===== config.mk =====
export PLATFORM = sky130hd
export DESIGN_NAME = windowed_rgb565_gray_loader
export DESIGN_NICKNAME = d
export VERILOG_FILES = /design/src/design/wrgl_pkg.sv /design/src/design/wrgl_pos_counter.sv /design/src/design/windowed_rgb565_gray_loader.sv
export SDC_FILE = /design/constraint.sdc
export NUM_CORES = 1
export LEC_CHECK = 0
export BUFFER_PORTS_ARGS = -buffer_cell sky130_fd_sc_hd__buf_2
export CORE_MARGIN = 2
export CORE_UTILIZATION = 52
export DETAILED_ROUTE_END_ITERATION = 8
export PLACE_DENSITY = 0.69
export SYNTH_ARGS = -nofsm -noshare
export SYNTH_HDL_FRONTEND = slang
export SYNTH_SLANG_ARGS = --single-unit

===== constraint.sdc =====
create_clock -name i_clk -period 7 [get_ports i_clk]
set_input_delay 0.35 -clock i_clk [delete_from_list [all_inputs] [get_ports i_clk]]
set_output_delay 0.35 -clock i_clk [all_outputs]
set_load 0.005 [all_outputs]

===== src/design/wrgl_pkg.sv =====
// Shared types and constants for the windowed RGB565 gray loader.
// No dependencies; used by wrgl_pos_counter and windowed_rgb565_gray_loader.
`default_nettype none

package wrgl_pkg;

    // Widths of configuration registers and payload fields
    localparam int COORD_W   = 11;
    localparam int DIM_W     = 12;
    localparam int MODE_W    = 2;
    localparam int PIXEL_W   = 16;
    localparam int OFFSET_W  = 22;
    localparam int GRAY_W    = 8;
    localparam int CFG_IDX_W = 3;
    localparam int CFG_DAT_W = 12;

    localparam int MAX_DIM_DEFAULT = 2048;

    // Register indexes
    localparam logic [CFG_IDX_W-1:0] REG_WINDOW_LEFT   = 3'd0;
    localparam logic [CFG_IDX_W-1:0] REG_WINDOW_TOP    = 3'd1;
    localparam logic [CFG_IDX_W-1:0] REG_WINDOW_WIDTH  = 3'd2;
    localparam logic [CFG_IDX_W-1:0] REG_WINDOW_HEIGHT = 3'd3;
    localparam logic [CFG_IDX_W-1:0] REG_FRAME_WIDTH   = 3'd4;
    localparam logic [CFG_IDX_W-1:0] REG_FRAME_HEIGHT  = 3'd5;
    localparam logic [CFG_IDX_W-1:0] REG_SOURCE_MODE   = 3'd6;
    localparam logic [CFG_IDX_W-1:0] REG_BORDER_FILL   = 3'd7;

    // Source modes
    localparam logic [MODE_W-1:0] MODE_RGB565      = 2'd0;
    localparam logic [MODE_W-1:0] MODE_RGB565_SWAP = 2'd1;

    // Register reset values
    localparam logic [DIM_W-1:0] FRAME_WIDTH_RST  = 12'd800;
    localparam logic [DIM_W-1:0] FRAME_HEIGHT_RST = 12'd600;

    localparam logic [GRAY_W-1:0] BORDER_BYTE = 8'hF0;

    // Luma weights (percent) and the reciprocal for the divide by 100.
    // floor(x * 5243 / 2^19) == floor(x / 100) for all sums below 25037.
    localparam int SUM_W = 15;
    localparam logic [4:0]  LUMA_R = 5'd30;
    localparam logic [5:0]  LUMA_G = 6'd59;
    localparam logic [3:0]  LUMA_B = 4'd11;
    localparam int RECIP_W = 13;
    localparam logic [RECIP_W-1:0] RECIP_100 = 13'd5243;
    localparam int RECIP_SHIFT = 19;

    typedef struct packed {
        logic [COORD_W-1:0] left;
        logic [COORD_W-1:0] top;
        logic [DIM_W-1:0]   width;
        logic [DIM_W-1:0]   height;
        logic [DIM_W-1:0]   frame_width;
        logic [DIM_W-1:0]   frame_height;
    } t_geom;

    typedef struct packed {
        logic [OFFSET_W-1:0] offset;
        logic                in_win;
        logic                last;
    } t_pos;

endpackage

`default_nettype wire


===== src/design/wrgl_pos_counter.sv =====
// Raster position tracker: column/row counters, row base offset, window test.
// Depends on wrgl_pkg.
`default_nettype none

module wrgl_pos_counter #(
    parameter int MAX_DIM = wrgl_pkg::MAX_DIM_DEFAULT
) (
    input  wire                 i_clk,
    input  wire                 i_rst_n,
    input  wire                 i_advance,
    input  wrgl_pkg::t_geom     i_geom,
    output wrgl_pkg::t_pos      o_pos
);

    localparam int CW    = $clog2(MAX_DIM);
    localparam int FW_W  = CW + 1;
    localparam int CMP_W = ((CW > wrgl_pkg::DIM_W) ? CW : wrgl_pkg::DIM_W) + 1;
    localparam int EXT_W = wrgl_pkg::DIM_W + 1;

    logic [CW-1:0]                 r_col, n_col;
    logic [CW-1:0]                 r_row, n_row;
    logic [wrgl_pkg::OFFSET_W-1:0] r_base, n_base;

    logic [FW_W-1:0]  fw, fh;
    logic             col_end, row_end;
    logic [CMP_W-1:0] col_x, row_x, left_x, top_x, right_x, bottom_x;

    // Frame size 0 acts as 1, sizes above MAX_DIM saturate
    function automatic logic [FW_W-1:0] clamp_dim(input logic [wrgl_pkg::DIM_W-1:0] d);
        logic [EXT_W-1:0] ext;
        ext = {1'b0, d};
        if (d == '0) begin
            clamp_dim = FW_W'(1);
        end else if (ext > EXT_W'(MAX_DIM)) begin
            clamp_dim = FW_W'(MAX_DIM);
        end else begin
            clamp_dim = FW_W'(ext);
        end
    endfunction

    always_comb begin
        fw = clamp_dim(i_geom.frame_width);
        fh = clamp_dim(i_geom.frame_height);
        col_end = (FW_W'(r_col) + FW_W'(1)) >= fw;
        row_end = (FW_W'(r_row) + FW_W'(1)) >= fh;

        col_x    = CMP_W'(r_col);
        row_x    = CMP_W'(r_row);
        left_x   = CMP_W'(i_geom.left);
        top_x    = CMP_W'(i_geom.top);
        right_x  = CMP_W'(i_geom.left) + CMP_W'(i_geom.width);
        bottom_x = CMP_W'(i_geom.top) + CMP_W'(i_geom.height);

        o_pos.in_win = (col_x >= left_x) && (col_x < right_x) &&
                       (row_x >= top_x) && (row_x < bottom_x);
        o_pos.last   = col_end && row_end;
        o_pos.offset = r_base + wrgl_pkg::OFFSET_W'(r_col);

        n_col  = r_col;
        n_row  = r_row;
        n_base = r_base;
        if (col_end) begin
            n_col = '0;
            if (row_end) begin
                n_row  = '0;
                n_base = '0;
            end else begin
                n_row  = r_row + CW'(1);
                n_base = r_base + wrgl_pkg::OFFSET_W'(fw);
            end
        end else begin
            n_col = r_col + CW'(1);
        end
    end

    always_ff @(posedge i_clk) begin
        if (!i_rst_n) begin
            r_col  <= '0;
            r_row  <= '0;
            r_base <= '0;
        end else if (i_advance) begin
            r_col  <= n_col;
            r_row  <= n_row;
            r_base <= n_base;
        end
    end

endmodule

`default_nettype wire


===== src/design/windowed_rgb565_gray_loader.sv =====
// Windowed RGB565 gray loader, top level: config registers, luma pipeline.
// Depends on wrgl_pkg and wrgl_pos_counter.
// Requests pass stage 1 and stage 2 registers; one per cycle unless i_stall holds them.
// Stage 1 registers position, flags and the weighted luma sum; stage 2 divides by 100.
// Reset (i_rst_n, synchronous): pipeline empty, counters at origin, registers at defaults.
`default_nettype none

module windowed_rgb565_gray_loader #(
    parameter int MAX_DIM = wrgl_pkg::MAX_DIM_DEFAULT
) (
    input  wire                               i_clk,
    input  wire                               i_rst_n,
    // config write port
    input  wire                               i_cfg_we,
    input  wire  [wrgl_pkg::CFG_IDX_W-1:0]    i_cfg_index,
    input  wire  [wrgl_pkg::CFG_DAT_W-1:0]    i_cfg_data,
    // request channel
    input  wire                               i_valid,
    output logic                              o_stall,
    input  wire  [wrgl_pkg::PIXEL_W-1:0]      i_source_pixel,
    // result channel
    output logic                              o_valid,
    input  wire                               i_stall,
    output logic [wrgl_pkg::OFFSET_W-1:0]     o_write_offset,
    output logic [wrgl_pkg::GRAY_W-1:0]       o_gray_byte,
    output logic                              o_write_enable,
    output logic                              o_pixel_used,
    output logic                              o_frame_last
);

    // What stage 2 turns into the output byte
    localparam logic [1:0] KIND_NONE   = 2'd0;
    localparam logic [1:0] KIND_BORDER = 2'd1;
    localparam logic [1:0] KIND_RAW    = 2'd2;
    localparam logic [1:0] KIND_LUMA   = 2'd3;

    localparam int PROD_W = wrgl_pkg::SUM_W + wrgl_pkg::RECIP_W;

    // ---------------- configuration registers ----------------
    wrgl_pkg::t_geom                 r_geom;
    logic [wrgl_pkg::MODE_W-1:0]     r_mode;
    logic                            r_border;

    always_ff @(posedge i_clk) begin
        if (!i_rst_n) begin
            r_geom.left         <= '0;
            r_geom.top          <= '0;
            r_geom.width        <= '0;
            r_geom.height       <= '0;
            r_geom.frame_width  <= wrgl_pkg::FRAME_WIDTH_RST;
            r_geom.frame_height <= wrgl_pkg::FRAME_HEIGHT_RST;
            r_mode              <= wrgl_pkg::MODE_RGB565;
            r_border            <= 1'b1;
        end else if (i_cfg_we) begin
            case (i_cfg_index)
                wrgl_pkg::REG_WINDOW_LEFT:   r_geom.left   <= i_cfg_data[wrgl_pkg::COORD_W-1:0];
                wrgl_pkg::REG_WINDOW_TOP:    r_geom.top    <= i_cfg_data[wrgl_pkg::COORD_W-1:0];
                wrgl_pkg::REG_WINDOW_WIDTH:  r_geom.width  <= i_cfg_data;
                wrgl_pkg::REG_WINDOW_HEIGHT: r_geom.height <= i_cfg_data;
                wrgl_pkg::REG_FRAME_WIDTH:   r_geom.frame_width  <= i_cfg_data;
                wrgl_pkg::REG_FRAME_HEIGHT:  r_geom.frame_height <= i_cfg_data;
                wrgl_pkg::REG_SOURCE_MODE:   r_mode   <= i_cfg_data[wrgl_pkg::MODE_W-1:0];
                wrgl_pkg::REG_BORDER_FILL:   r_border <= i_cfg_data[0];
                default: ;
            endcase
        end
    end

    // ---------------- handshake ----------------
    // Both stages move together unless the output is stalled; a bubble in
    // either stage is filled even while the result side holds back.
    logic r1_valid, r2_valid;
    logic s1_load, s2_load, accept;

    assign s2_load = !r2_valid || !i_stall;
    assign s1_load = !r1_valid || s2_load;
    assign o_stall = !s1_load;
    assign accept  = i_valid && s1_load;

    // ---------------- position tracking ----------------
    wrgl_pkg::t_pos pos;

    wrgl_pos_counter #(
        .MAX_DIM (MAX_DIM)
    ) u_pos (
        .i_clk     (i_clk),
        .i_rst_n   (i_rst_n),
        .i_advance (accept),
        .i_geom    (r_geom),
        .o_pos     (pos)
    );

    // ---------------- stage 1: luma sum ----------------
    logic [wrgl_pkg::PIXEL_W-1:0] pix;
    logic [7:0]                   r8, g8, b8;
    logic [wrgl_pkg::SUM_W-1:0]   luma_sum;
    logic [wrgl_pkg::SUM_W-1:0]   n1_sum;
    logic [1:0]                   n1_kind;
    logic                         is_565;

    always_comb begin
        pix    = (r_mode == wrgl_pkg::MODE_RGB565_SWAP) ?
                 {i_source_pixel[7:0], i_source_pixel[15:8]} : i_source_pixel;
        is_565 = r_mode inside {wrgl_pkg::MODE_RGB565, wrgl_pkg::MODE_RGB565_SWAP};
        r8 = {pix[15:11], 3'b000};
        g8 = {pix[10:5], 2'b00};
        b8 = {pix[4:0], 3'b000};
        luma_sum = wrgl_pkg::SUM_W'(r8) * wrgl_pkg::SUM_W'(wrgl_pkg::LUMA_R)
                 + wrgl_pkg::SUM_W'(g8) * wrgl_pkg::SUM_W'(wrgl_pkg::LUMA_G)
                 + wrgl_pkg::SUM_W'(b8) * wrgl_pkg::SUM_W'(wrgl_pkg::LUMA_B);

        // gray8 mode (and unused mode 3) passes the low byte through
        n1_sum  = is_565 ? luma_sum : wrgl_pkg::SUM_W'(i_source_pixel[7:0]);
        if (pos.in_win) begin
            n1_kind = is_565 ? KIND_LUMA : KIND_RAW;
        end else if (r_border) begin
            n1_kind = KIND_BORDER;
        end else begin
            n1_kind = KIND_NONE;
        end
    end

    logic [wrgl_pkg::OFFSET_W-1:0] r1_offset;
    logic [wrgl_pkg::SUM_W-1:0]    r1_sum;
    logic [1:0]                    r1_kind;
    logic                          r1_used, r1_last;

    always_ff @(posedge i_clk) begin
        if (!i_rst_n) begin
            r1_valid <= 1'b0;
        end else if (s1_load) begin
            r1_valid <= i_valid;
        end
    end

    always_ff @(posedge i_clk) begin
        if (accept) begin
            r1_offset <= pos.offset;
            r1_sum    <= n1_sum;
            r1_kind   <= n1_kind;
            r1_used   <= pos.in_win;
            r1_last   <= pos.last;
        end
    end

    // ---------------- stage 2: divide by 100, pick the byte ----------------
    logic [PROD_W-1:0]          prod;
    logic [wrgl_pkg::GRAY_W-1:0] n2_gray;

    always_comb begin
        prod = PROD_W'(r1_sum) * PROD_W'(wrgl_pkg::RECIP_100);
        case (r1_kind)
            KIND_LUMA:   n2_gray = prod[wrgl_pkg::RECIP_SHIFT +: wrgl_pkg::GRAY_W];
            KIND_RAW:    n2_gray = r1_sum[wrgl_pkg::GRAY_W-1:0];
            KIND_BORDER: n2_gray = wrgl_pkg::BORDER_BYTE;
            default:     n2_gray = '0;
        endcase
    end

    always_ff @(posedge i_clk) begin
        if (!i_rst_n) begin
            r2_valid <= 1'b0;
        end else if (s2_load) begin
            r2_valid <= r1_valid;
        end
    end

    always_ff @(posedge i_clk) begin
        if (s2_load && r1_valid) begin
            o_write_offset <= r1_offset;
            o_gray_byte    <= n2_gray;
            o_write_enable <= (r1_kind != KIND_NONE);
            o_pixel_used   <= r1_used;
            o_frame_last   <= r1_last;
        end
    end

    assign o_valid = r2_valid;

endmodule

`default_nettype wire


==> flow_metrics.env <==
export IMPL_outcome="complete, no violations"
export IMPL_hold_path_class="input pin to flop"
export IMPL_yosysTopAreaCellShare=0.205
export IMPL_fin_crit_ps=6070
export IMPL_core_area_mm2=0.0316
export IMPL_cts_tree="done"
export IMPL_fp_dieArea_mm2=0.0337
export IMPL_postCtsHoldBufs=0
export IMPL_async_reset_ff_frac=0
export IMPL_nNetsFinal=2289
export IMPL_synthFlopType="dfxtp_1"
export IMPL_arrival_ps=6270
export IMPL_synth_cells=1830
export IMPL_cts_resized=0
export IMPL_avgSynthCellArea_um2=9.17
export IMPL_cp_required_ps=7200
export IMPL_pin_count=71
export IMPL_grt_max_degree=87
export IMPL_crit_fanout=20
export IMPL_syn_area_mm2=0.0168
export IMPL_hpwl_um=29200
export IMPL_wirelength_um=36700
export IMPL_cp_start_kind="flop"
export IMPL_fp_dieH_um=184
export IMPL_ys_ff_latch=192
export IMPL_finalSetupViolations=0
export IMPL_worst_pin_slew_ps=1150
export IMPL_syn_to_final_growth_pct=7.97
export IMPL_clk_pin_slew_ps=80
export IMPL_routedWlPerCell_um=16.0
export IMPL_grt_pass1_vias=12500
export IMPL_drt_first_pass_iters=5
export IMPL_drc=0
export IMPL_h_tree_depth=4
export IMPL_diodes=0
export IMPL_max_slew_margin=0.230
export IMPL_overflow=0
export IMPL_synth_cell_types=72
export IMPL_rsz0062_at_grt="false"
export IMPL_synth_top_cell_by_area="ha_1"
export IMPL_ys_warn_count=0
export IMPL_yosysSeqAreaShare=0.272
export IMPL_max_freq_mhz=165
export IMPL_clk_latency_ps=440
export IMPL_crit_path_end_kind="flop"
export IMPL_syn_nets=2239
export IMPL_viasPerCell=5.51
export IMPL_yosys_top_cells_area="ha_1 20%, dfxtp_1 14%, edfxtp_1 13%, fa_1 12%, inv_1 5.8%"
export IMPL_rows=65
export IMPL_maxSlewViolCount=0
export IMPL_antenna_found_initial=0
export IMPL_synth_edf_count=73
export IMPL_drtIter0Drc=823
export IMPL_clock_root_buffer="clkbuf_16"
export IMPL_grt_pass1_wl_um=61100
export IMPL_clk_path_buf_depth=2
export IMPL_die_x_um=184
export IMPL_port_buffers=70
export IMPL_numCtsBuffers=17
export IMPL_drv_cap=0
export IMPL_floorplan_initialDensity=0.531
export IMPL_fin_tns_setup_ps=0
export IMPL_path_class="flop to flop"
export IMPL_fin_crit_sh=0.867
export IMPL_ant_nets=0
export IMPL_drive_above_1_share=0.0808
export IMPL_finClkSkew_ps=11.4
export IMPL_place_congestion=0.871
export IMPL_grtUsageTotal=0.226
export IMPL_mostFrequentLayoutCell="ha_1"
export IMPL_finalHoldViolCount=0
export IMPL_final_cell_mix="275 x ha_1, 259 x inv_1, 232 x nand2_1, 146 x a21oi_1, 119 x dfxtp_1"
export IMPL_cts_sinks=192
export IMPL_dr_total_vias=12600
export IMPL_post_cts_setup_buffers=0
## registers in the layout (all words and copies together), names as in the netlist, 8 cells and up
register        count
o_write_offset     22
u_pos.r_row        11
r1_sum             15
r_geom             70
o_gray_byte         8
u_pos.r_col        11
u_pos.r_base       22
r1_offset          22
## synthesized netlist by cell type, drive strengths merged (6+ instances only)
master     n
a21oi    147
nand2    232
nor2b     15
and3      15
nor3      27
and2       7
nand2b    18
o2111ai    6
ha       275
edfxtp    73
nor2      68
a211oi    13
nand3     41
mux2      15
nor4       6
o21bai    10
or3       11
a31oi      8
dfxtp    119
clkbuf    43
nand4      8
o21ai     65
xnor2     50
nand3b    16
inv      261
a211o     10
mux2i     13
o21a      20
xor2      42
o211ai     8
fa        98
a21o      26
## path summary, 6_finish.rpt
kind                     startpoint                     endpoint  slack (ps)  cells after the start
max          r_mode[1]$_SDFFE_PN0P_     r1_sum[14]$_SDFFCE_PP0P_         930                     23
min reg2reg  r1_offset[2]$_DFFE_PP_  o_write_offset[2]$_DFFE_PP_         420                      0
min                         i_valid        r1_valid$_SDFFE_PN0N_         130                      2
max reg2reg  r_mode[1]$_SDFFE_PN0P_     r1_sum[14]$_SDFFCE_PP0P_         930                     23
## worst max-delay path: stages (launching register included)
cell and delay, ps:
dfxtp_1 320, buf_4 240, nand2b_1 140, buf_4 240, mux2i_1 390, inv_1 90, ha_1 350, ha_1 330
xor2_1 160, ha_1 270, inv_1 50, fa_1 520, inv_1 40, ha_1 330, xor2_1 250, fa_1 470
ha_1 330, o21ai_0 130, a21boi_0 170, o21ai_0 220, a21boi_0 150, o21a_1 210, o21a_1 180, o31a_1 230
## logic make-up after synthesis
kind of cell | after synthesis | share of synthesized area
AO/OA/AOI/OAI | 358 | 0.139
XOR/XNOR | 92 | 0.0480
adder cells (fa/ha/maj) | 373 | 0.322
buffers and inverters | 307 | 0.0686
flip-flops | 192 | 0.272
multiplexers | 28 | 0.0178
AND/OR/NAND/NOR | 480 | 0.132
## metal layers
layer  global-route usage  wire length (um)
met2                0.374             16800
met1                0.315             17900
met3               0.0252              1370
met4               0.0621               648
met5                    0                 0
## final cells by class
cell class	count	area, um^2
Clock buffer	17	425
Tap cell	402	503
Clock inverter	15	169
Sequential cell	192	4570
Timing Repair Buffer	77	403
Fill cell	2773	13500
Multi-Input combinational cell	1331	11100
Inverter	261	980
## per-stage QoR
stage	instance area (um^2)	instances	worst slack (ps)	utilization	hold WS, ps
floorplan	16800	1830	1520	-	400
global placement	17500	2263	1130	0.554	404
detailed placement	17500	2263	982	0.554	405
CTS	18100	2295	943	0.573	116
global route	18100	2295	539	0.573	116
finish	18100	2295	929	0.573	126
Power is left out: the tool's default activity adds up to more than one toggle a clock period on the data nets, which glitch-free logic cannot reach.
